## src/rtl/dbid_pkg.sv

```systemverilog
package dbid_pkg;

    // Block geometry and symbol width.
    localparam int BLOCK_LEN = 126;
    localparam int MAX_BITS  = 6;
    localparam int POS_W     = 7;

    // Each plane memory holds two banks addressed as {bank, position}.
    localparam int RAM_AW    = POS_W + 1;
    localparam int RAM_DEPTH = 2 ** RAM_AW;

    typedef logic [POS_W-1:0]    pos_t;
    typedef logic [RAM_AW-1:0]   ram_addr_t;
    typedef logic [1:0]          mode_t;
    typedef logic [MAX_BITS-1:0] sym_t;

    localparam mode_t MODE_QPSK  = 2'd0;
    localparam mode_t MODE_16QAM = 2'd1;
    localparam mode_t MODE_64QAM = 2'd2;

    // Word index of the constellation mode register.
    localparam logic CFG_IDX_MODE = 1'b0;

    localparam pos_t LAST_POS = pos_t'(BLOCK_LEN - 1);

    // Position offset of each bit plane within the block.
    localparam pos_t PLANE_OFFSET [MAX_BITS] = '{
        7'd0, 7'd63, 7'd105, 7'd42, 7'd21, 7'd84
    };

endpackage

```

## src/rtl/dbid_plane_ram.sv

```systemverilog
module dbid_plane_ram (
    input  logic                    clk,
    input  logic                    wr_en,
    input  dbid_pkg::ram_addr_t     wr_addr,
    input  logic                    wr_data,
    input  logic                    rd_en,
    input  dbid_pkg::ram_addr_t     rd_addr,
    output logic                    rd_data
);

    logic mem [dbid_pkg::RAM_DEPTH];
    logic rd_data_reg;

    always_ff @(posedge clk)
    begin
        if (wr_en)
        begin
            mem[wr_addr] <= wr_data;
        end
    end

    always_ff @(posedge clk)
    begin
        if (rd_en)
        begin
            rd_data_reg <= mem[rd_addr];
        end
    end

    assign rd_data = rd_data_reg;

endmodule

```

## src/rtl/dvbt_bit_inner_deinterleaver_unit.sv

```systemverilog
// A request's read data is registered in the read stage, then in the output register.
// Throughput: one request per cycle unless in_stall; each reads all planes, writes used ones.
// The first 126 requests after reset fill a block and produce no result; after that
// each request produces one symbol of the previously filled block.
// Reset clears position, bank, block-ready flag, mode and pipeline valids; the plane
// memories are not cleared.
module dvbt_bit_inner_deinterleaver_unit (
    input  logic                 clk,
    input  logic                 rst_n,
    input  logic                 in_valid,
    output logic                 in_stall,
    input  logic [5:0]           in_symbol,
    output logic                 out_valid,
    input  logic                 out_stall,
    output logic [5:0]           out_symbol,
    output logic                 end_of_block,
    input  logic                 psel,
    input  logic                 penable,
    input  logic                 pwrite,
    input  logic [2:0]           paddr,
    input  logic [31:0]          pwdata,
    output logic [31:0]          prdata,
    output logic                 pready
);

    localparam int NB = dbid_pkg::MAX_BITS;

    dbid_pkg::mode_t mode_reg;
    dbid_pkg::pos_t  position_reg;
    dbid_pkg::pos_t  position_next;
    logic            write_bank_reg;
    logic            write_bank_next;
    logic            previous_ready_reg;
    logic            previous_ready_next;

    logic            s1_valid_reg;
    logic            s1_last_reg;
    dbid_pkg::mode_t s1_mode_reg;

    logic            out_valid_reg;
    dbid_pkg::sym_t  out_symbol_reg;
    dbid_pkg::sym_t  out_symbol_next;
    logic            end_of_block_reg;

    logic            out_ok;
    logic            s1_ok;
    logic            accept;

    dbid_pkg::sym_t  plane_wdata;
    dbid_pkg::sym_t  plane_wmask;
    dbid_pkg::sym_t  plane_rdata;

    // Configuration port
    assign pready = 1'b1;

    always_ff @(posedge clk or negedge rst_n)
    begin
        if (!rst_n)
        begin
            mode_reg <= dbid_pkg::MODE_QPSK;
        end
        else if (psel && penable && pwrite && (paddr[2] == dbid_pkg::CFG_IDX_MODE))
        begin
            mode_reg <= pwdata[1:0];
        end
    end

    assign prdata = (paddr[2] == dbid_pkg::CFG_IDX_MODE) ? {30'd0, mode_reg} : 32'd0;

    // Handshake: the read stage moves whenever the output register can take its result.
    assign out_ok   = !out_valid_reg || !out_stall;
    assign s1_ok    = !s1_valid_reg || out_ok;
    assign in_stall = !s1_ok;
    assign accept   = in_valid && s1_ok;

    // Block position and bank control
    always_comb
    begin
        position_next       = position_reg;
        write_bank_next     = write_bank_reg;
        previous_ready_next = previous_ready_reg;
        if (accept)
        begin
            if (position_reg == dbid_pkg::LAST_POS)
            begin
                position_next       = '0;
                write_bank_next     = !write_bank_reg;
                previous_ready_next = 1'b1;
            end
            else
            begin
                position_next = position_reg + 7'd1;
            end
        end
    end

    always_ff @(posedge clk or negedge rst_n)
    begin
        if (!rst_n)
        begin
            position_reg       <= '0;
            write_bank_reg     <= 1'b0;
            previous_ready_reg <= 1'b0;
        end
        else
        begin
            position_reg       <= position_next;
            write_bank_reg     <= write_bank_next;
            previous_ready_reg <= previous_ready_next;
        end
    end

    // Plane e takes symbol bit v-1-e; planes at or above v are left untouched.
    always_comb
    begin
        case (mode_reg)
            dbid_pkg::MODE_QPSK:
            begin
                plane_wdata = {4'd0, in_symbol[0], in_symbol[1]};
                plane_wmask = 6'b000011;
            end
            dbid_pkg::MODE_16QAM:
            begin
                plane_wdata = {2'd0, in_symbol[0], in_symbol[1], in_symbol[2], in_symbol[3]};
                plane_wmask = 6'b001111;
            end
            default:
            begin
                plane_wdata = {in_symbol[0], in_symbol[1], in_symbol[2],
                               in_symbol[3], in_symbol[4], in_symbol[5]};
                plane_wmask = 6'b111111;
            end
        endcase
    end

    for (genvar e = 0; e < NB; e++)
    begin : g_plane
        logic [dbid_pkg::POS_W:0] sum;
        dbid_pkg::pos_t           wr_pos;

        assign sum    = {1'b0, position_reg} + {1'b0, dbid_pkg::PLANE_OFFSET[e]};
        assign wr_pos = (sum >= (dbid_pkg::POS_W + 1)'(dbid_pkg::BLOCK_LEN))
                      ? dbid_pkg::pos_t'(sum - (dbid_pkg::POS_W + 1)'(dbid_pkg::BLOCK_LEN))
                      : sum[dbid_pkg::POS_W-1:0];

        dbid_plane_ram u_ram (
            .clk     (clk),
            .wr_en   (accept && plane_wmask[e]),
            .wr_addr ({write_bank_reg, wr_pos}),
            .wr_data (plane_wdata[e]),
            .rd_en   (accept),
            .rd_addr ({!write_bank_reg, position_reg}),
            .rd_data (plane_rdata[e])
        );
    end

    // Read stage
    always_ff @(posedge clk or negedge rst_n)
    begin
        if (!rst_n)
        begin
            s1_valid_reg <= 1'b0;
        end
        else if (s1_ok)
        begin
            s1_valid_reg <= accept && previous_ready_reg;
        end
    end

    always_ff @(posedge clk)
    begin
        if (accept)
        begin
            s1_last_reg <= (position_reg == dbid_pkg::LAST_POS);
            s1_mode_reg <= mode_reg;
        end
    end

    // Output bit k comes from plane k/(v/2) + 2*(k mod (v/2)), MSB first.
    always_comb
    begin
        case (s1_mode_reg)
            dbid_pkg::MODE_QPSK:
            begin
                out_symbol_next = {4'd0, plane_rdata[0], plane_rdata[1]};
            end
            dbid_pkg::MODE_16QAM:
            begin
                out_symbol_next = {2'd0, plane_rdata[0], plane_rdata[2],
                                   plane_rdata[1], plane_rdata[3]};
            end
            default:
            begin
                out_symbol_next = {plane_rdata[0], plane_rdata[2], plane_rdata[4],
                                   plane_rdata[1], plane_rdata[3], plane_rdata[5]};
            end
        endcase
    end

    // Output register
    always_ff @(posedge clk or negedge rst_n)
    begin
        if (!rst_n)
        begin
            out_valid_reg <= 1'b0;
        end
        else if (out_ok)
        begin
            out_valid_reg <= s1_valid_reg;
        end
    end

    always_ff @(posedge clk)
    begin
        if (out_ok && s1_valid_reg)
        begin
            out_symbol_reg   <= out_symbol_next;
            end_of_block_reg <= s1_last_reg;
        end
    end

    assign out_valid    = out_valid_reg;
    assign out_symbol   = out_symbol_reg;
    assign end_of_block = end_of_block_reg;

`ifndef SYNTHESIS
    a_pos_range: assert property (@(posedge clk) disable iff (!rst_n)
        position_reg <= dbid_pkg::LAST_POS)
        else $error("block position out of range");

    a_out_after_fill: assert property (@(posedge clk) disable iff (!rst_n)
        out_valid_reg |-> previous_ready_reg)
        else $error("result before first block filled");

    a_read_issued: assert property (@(posedge clk) disable iff (!rst_n)
        (accept && previous_ready_reg) |=> s1_valid_reg)
        else $error("accepted request lost in read stage");

    a_bank_swap: assert property (@(posedge clk) disable iff (!rst_n)
        (accept && position_reg == dbid_pkg::LAST_POS)
        |=> (position_reg == '0 && previous_ready_reg
             && write_bank_reg != $past(write_bank_reg)))
        else $error("bank swap at block end failed");
`endif

endmodule

```

## config.mk

```make
export PLATFORM = sky130hd
export DESIGN_NAME = dvbt_bit_inner_deinterleaver_unit
export DESIGN_NICKNAME = d
export VERILOG_FILES = /design/src/rtl/dbid_pkg.sv /design/src/rtl/dbid_plane_ram.sv /design/src/rtl/dvbt_bit_inner_deinterleaver_unit.sv
export SDC_FILE = /design/constraint.sdc
export NUM_CORES = 2
export LEC_CHECK = 0
export BUFFER_PORTS_ARGS = -buffer_cell sky130_fd_sc_hd__buf_2
export CAP_MARGIN = 20
export CORE_MARGIN = 1.5
export CORE_UTILIZATION = 54
export DETAILED_ROUTE_END_ITERATION = 8
export GPL_ROUTABILITY_DRIVEN = 0
export PLACE_DENSITY = 0.7
export SLEW_MARGIN = 20
export SYNTH_ARGS = -nofsm -noshare
export SYNTH_HDL_FRONTEND = slang
export SYNTH_SLANG_ARGS = --single-unit
```

## constraint.sdc

```tcl
create_clock -name clk -period 36.5 [get_ports clk]
set_input_delay 10.95 -clock clk [delete_from_list [all_inputs] [get_ports clk]]
set_output_delay 10.95 -clock clk [all_outputs]
set_load 0.02 [all_outputs]
```

Yosys cells after proc, flatten, opt, wreduce, memory -nomap -nowiden:

Memory sizes are Yosys's and may differ from the RTL's. A register that Yosys moved wholly into a read port is not among the register bits.
Cells that the tools add are included.

* equality and inequality tests: 3
* reduce and logical (&&, ||, !) cells: 22
* bitwise operators: 1
* multiplexer cells: 23
* add/sub/neg operators: 12
* multipliers: 0
* shift operators: 0
* div/mod/pow operators: 0
* $lt $le $gt $ge: 6

Operator list (count)
* 7-bit two-way mux: 7
* 7-bit subtractor, second input constant: 6
* 8-bit by 7-bit >= comparator with 1-bit output, second input constant: 5
* 6-bit case mux with 2 select lines: 3
* 7-bit by 6-bit adder with 8-bit output, second input constant: 2
* 7-bit by 7-bit adder with 8-bit output, second input constant: 2
* 1-bit logical AND: 12
* 1-bit two-way mux: 12
* 7-bit by 5-bit adder with 8-bit output, second input constant: 1
* 7-bit by 1-bit adder with 7-bit output, second input constant: 1
* 7-bit equality test, second input constant: 1
* 7-bit >= comparator, second input constant: 1
* 1-bit logical NOT: 5
* 2-bit by 1-bit equality test with 1-bit output, second input constant: 2
* 2-bit logical NOT: 2
* 1-bit logical OR: 2
* 2-bit two-way mux: 1
* 2-bit AND reduction: 1
* 1-bit NOT: 1

* word-level logic and storage cells: 83
* memory bits (read-only): 0
* latch bits: 0
* register bits: 23
* memories kept: 6
* output and inout bits: 42
* RAM bits: 1536

Memories
* g_plane[0].u_ram.mem: depth 256, bits a word 1, read ports 1, clocked after Yosys merged registers in 1, write ports 1, RTL line dbid_plane_ram.sv:11 `logic mem [dbid_pkg::RAM_DEPTH];`
* g_plane[1].u_ram.mem: depth 256, bits a word 1, read ports 1, clocked after Yosys merged registers in 1, write ports 1, RTL line dbid_plane_ram.sv:11
* g_plane[2].u_ram.mem: depth 256, bits a word 1, read ports 1, clocked after Yosys merged registers in 1, write ports 1, RTL line dbid_plane_ram.sv:11
* g_plane[3].u_ram.mem: depth 256, bits a word 1, read ports 1, clocked after Yosys merged registers in 1, write ports 1, RTL line dbid_plane_ram.sv:11
* g_plane[4].u_ram.mem: depth 256, bits a word 1, read ports 1, clocked after Yosys merged registers in 1, write ports 1, RTL line dbid_plane_ram.sv:11
* g_plane[5].u_ram.mem: depth 256, bits a word 1, read ports 1, clocked after Yosys merged registers in 1, write ports 1, RTL line dbid_plane_ram.sv:11

Logic depth before layout (Yosys ltp):

* depth after elaboration: 7
* mapped depth: 18

By module:

From an unflattened synthesis, not the netlist that was laid out.

* cell total of the unflattened synthesis: 5094
* area total of the unflattened synthesis: 69685.6 µm²

Modules (own cells, without submodules)
* dbid_plane_ram: times used 6, cells each 788, area an instance 11138.2 µm², sequential area each 7717.4 µm²
* dvbt_bit_inner_deinterleaver_unit: times used 1, cells each 366, area an instance 2856.5 µm², sequential area each 625.6 µm²

Worst setup path before layout:

OpenSTA, ideal clock, no wires.

* kind: input-to-reg
* start: in in_symbol[3]
* end: mem g_plane[0].u_ram.mem[0], data pin
* stages: 2
* path buffers: 0
* arrival time: 20929 ps
* required time: 34313 ps
* slack: 13384 ps
* cell sequence: mux2i_1 > o21ai_0

* cells in the longest elaborated chain, start to end: 1

Ends and longest elaborated chain
* start, declared: RTL line dvbt_bit_inner_deinterleaver_unit.sv:12 `input logic [5:0] in_symbol,`
* 6-bit case mux with 2 select lines: RTL line dvbt_bit_inner_deinterleaver_unit.sv:116 `case (mode_reg)`
* via g_plane[0].u_ram.wr_data: RTL line dbid_plane_ram.sv:5 `input logic wr_data,`
* end, declared: RTL line dbid_plane_ram.sv:11

The timed path passes the listed nets, and every way through them passes these cells.

Final worst setup path:

* start: in out_stall
* end: out in_stall

* cells in the longest elaborated chain, start to end: 4

Ends and longest elaborated chain
* start, declared: RTL line dvbt_bit_inner_deinterleaver_unit.sv:14 `input logic out_stall,`
* 1-bit logical NOT: RTL line dvbt_bit_inner_deinterleaver_unit.sv:71 `assign out_ok = !out_valid_reg || !out_stall;`
* 1-bit logical OR: RTL line dvbt_bit_inner_deinterleaver_unit.sv:71
* 1-bit logical OR: RTL line dvbt_bit_inner_deinterleaver_unit.sv:72 `assign s1_ok = !s1_valid_reg || out_ok;`
* 1-bit logical NOT: RTL line dvbt_bit_inner_deinterleaver_unit.sv:73 `assign in_stall = !s1_ok;`
* end, declared: RTL line dvbt_bit_inner_deinterleaver_unit.sv:11 `output logic in_stall,`

Every way passes these cells.

==> impl_metrics.yaml <==
run_status:
  status: "completed"
logic_synthesis:
  syn_avg_cell_area_um2: 13.3
  synth_top_area_cell: "edfxtp_1"
  yosysTopAreaCellShare_pct: 65.2
  yosys_most_used_dff: "edfxtp_1"
  syn-cell-area_um2: 71500
  synth_edf_count: 1552
  ys_warn_count: 0
  ys_top_cells_by_area: "edfxtp_1 (65%), mux4_2 (8.7%), nor2_1 (6.4%), mux2i_1 (3.4%), nor3_1 (2.8%)"
  synthCells: 5374
  ys_async_sr_fraction_pct: 0.831
  ys_types: 83
  synth-seq-cells: 1565
  synth-seq-area-share_pct: 65.6
die:
  dieArea_um2: 135000
  rows: 133
  core_um2: 131000
  ios: 90
  start_util_pct: 54.4
  die_h_um: 367
  die_w_um: 367
pwr:
  p_leak_nw: 23.7
  powerDensity_nw_per_um2: 75.0
  power_mw: 5.85
  ir_drop_v: 0.0000776
setup_path:
  critPathCaptureType: "primary output"
  cp-start-kind: "input port"
  r2r-end: "g_plane[2].u_ram.mem[12]"
  path_common_cell: "buf_2"
  r2r_cells: 10
  rr_startpoint: "position_reg[1]"
  cp_slowest_cell: "nand3_1"
  required_ps: 25550
  critPathMaxFanout: 3
  rrSetupSlack_ps: 30340
  crit_arrival_ps: 11870
  path_cells: "buf_2 > nand3_1 > inv_1 > buf_2"
  critPathKind: "input port to primary output"
  slowest_delay_ps: 430
worst_hold_path:
  hold_end: "previous_ready_reg"
  min_from: "previous_ready_reg"
  min_path_cells: 1
  holdCritPathClass: "flop to flop"
detailed_routing:
  first_pass_iters: 7
  drc: 0
  routed_wirelength_um: 189000
  viasPerCell: 6.50
  via_count: 46000
  drtIter0Drc: 6874
  ant_nets: 0
  wl_per_cell_um: 26.7
timing:
  final-setup-viol-count: 0
  finalSetupTns_ps: 0
  rsz0062_at_grt: "no"
  period_minus_slack_ps: 22820
  maxSlewHeadroom_pct: 22.8
  worst_slack_ps: 13680
  skew_ps: 27.5
  drv_slew: 0
  max_freq_ghz: 0.0438
  finalCritPeriodShare_pct: 62.5
  hold_violations: 0
  worst_pin_slew_ps: 1150
final_layout:
  final_core_util_pct: 59.3
  largest_reg_flops: 1536
  final_cells: 7074
  fin_nets: 5265
  final_common_cell: "edfxtp_1"
  syn2layout_area_growth_pct: 8.98
  drive_above_1_share_pct: 13.4
  fill_cells: 10100
  layout_common_cells: "edfxtp_1 (1,552), nor2_1 (1,215), nor3_1 (400)"
placed_design:
  pre_cts_ws_ps: 13730
  dp_hpwl_um: 105000
  dp_cells: 6783
  io_buffers: 26
grt:
  grt_max_degree: 152
  grt_usage_pct: 27.9
  grt_pass1_wl_um: 280000
  grt_pass1_vias: 44600
  grt_overflow: 0
  antenna_found_initial: 5
clock_tree:
  holdBufCountCts: 0
  cts_buffer_depth: 3
  root_buffer: "clkbuf_16"
  htreeDepth: 4
  clock_latency_ps: 800
  cts_resized: 0
  post_cts_buffers: 0
  clk_pin_slew_ps: 60
  clock-sinks: 1565
  cts_made_buffers: 162
  tritoncts: "yes"
job:
  drv_cap: 0
-- final cells by class --
| type | count | area, um2 | share of cell area, % |
|---|---|---|---|
| timing repair buffer | 126 | 1010 | 1.29 |
| clock inverter | 69 | 549 | 0.705 |
| tap | 1755 | 2200 | 2.82 |
| sequential | 1565 | 46900 | 60.2 |
| clock buffer | 214 | 4390 | 5.63 |
| inverter | 24 | 95.1 | 0.122 |
| multi-input combinational | 3319 | 22800 | 29.2 |
| antenna | 2 | 5.00 | 0.00642 |
-- synth_stat cells, drive strengths merged, types with 7 or more instances --
cell type,number
edfxtp,1552
nor2,1219
nor3,420
clkbuf,301
mux4,276
nand2,264
mux2i,246
buf,194
o21ai,111
a21oi,109
nand3,101
nand4,62
a221oi,54
a22oi,49
o22ai,25
xnor2,25
o211ai,22
inv,21
nand2b,21
mux2,20
ha,19
a211oi,18
and2,18
a31oi,17
nor4,17
and3,16
nor2b,16
dfrtp,13
a21o,10
o221ai,10
or4,9
a211o,8
o2111ai,8
a21boi,7
o21a,7
o31ai,7
-- kinds of logic after synthesis --
logic type / after synthesis / share of synthesized area [%]
other cells: 2 / 0.0105
buf+inv: 519 / 3.15
flops: 1565 / 65.6
mux: 542 / 12.4
xor+xnor: 27 / 0.362
simple gates: 2188 / 13.3
compound gates: 511 / 4.80
fa+ha+maj: 20 / 0.346
-- where the power goes --
group | total [mW] | switching, mW | internal [mW] | leakage (nW)
registers | 2.13 | 0.0352 | 2.09 | 14.3
clock network | 1.57 | 0.677 | 0.896 | 2.41
logic | 2.15 | 1.62 | 0.523 | 6.98
-- stage by stage --
step           hold WS, ps  area, um2
2_1_floorplan          400      71600
3_3_place_gp           455      72800
3_5_place_dp           453      72800
4_1_cts                470      77800
5_1_grt                512      77900
6_report               473      78000
-- how the worst max path moves through the flow --
stage | start | to | slack (ps)
after floorplan | in_symbol[3] | g_plane[0].u_ram.mem[0] | 13380
after global placement | out_stall | in_stall | 13690
after detailed placement | out_stall | in_stall | 13730
after CTS | out_stall | in_stall | 13720
after global routing | out_stall | in_stall | 13630
final | out_stall | in_stall | 13680
-- critical path, delay by kind of cell --
kind / cells / cell delay, ps
and+or+nand+nor: 1 / 430
buffers and inverters: 3 / 480
-- layer usage --
layer  wire length (um)  GRT usage (%)
met4               7410           11.1
met5                 32              0
met1              72800           38.7
met2              87700           43.4
met3              21200           5.85
No activity file was read; power rests on OpenSTA's default activity.
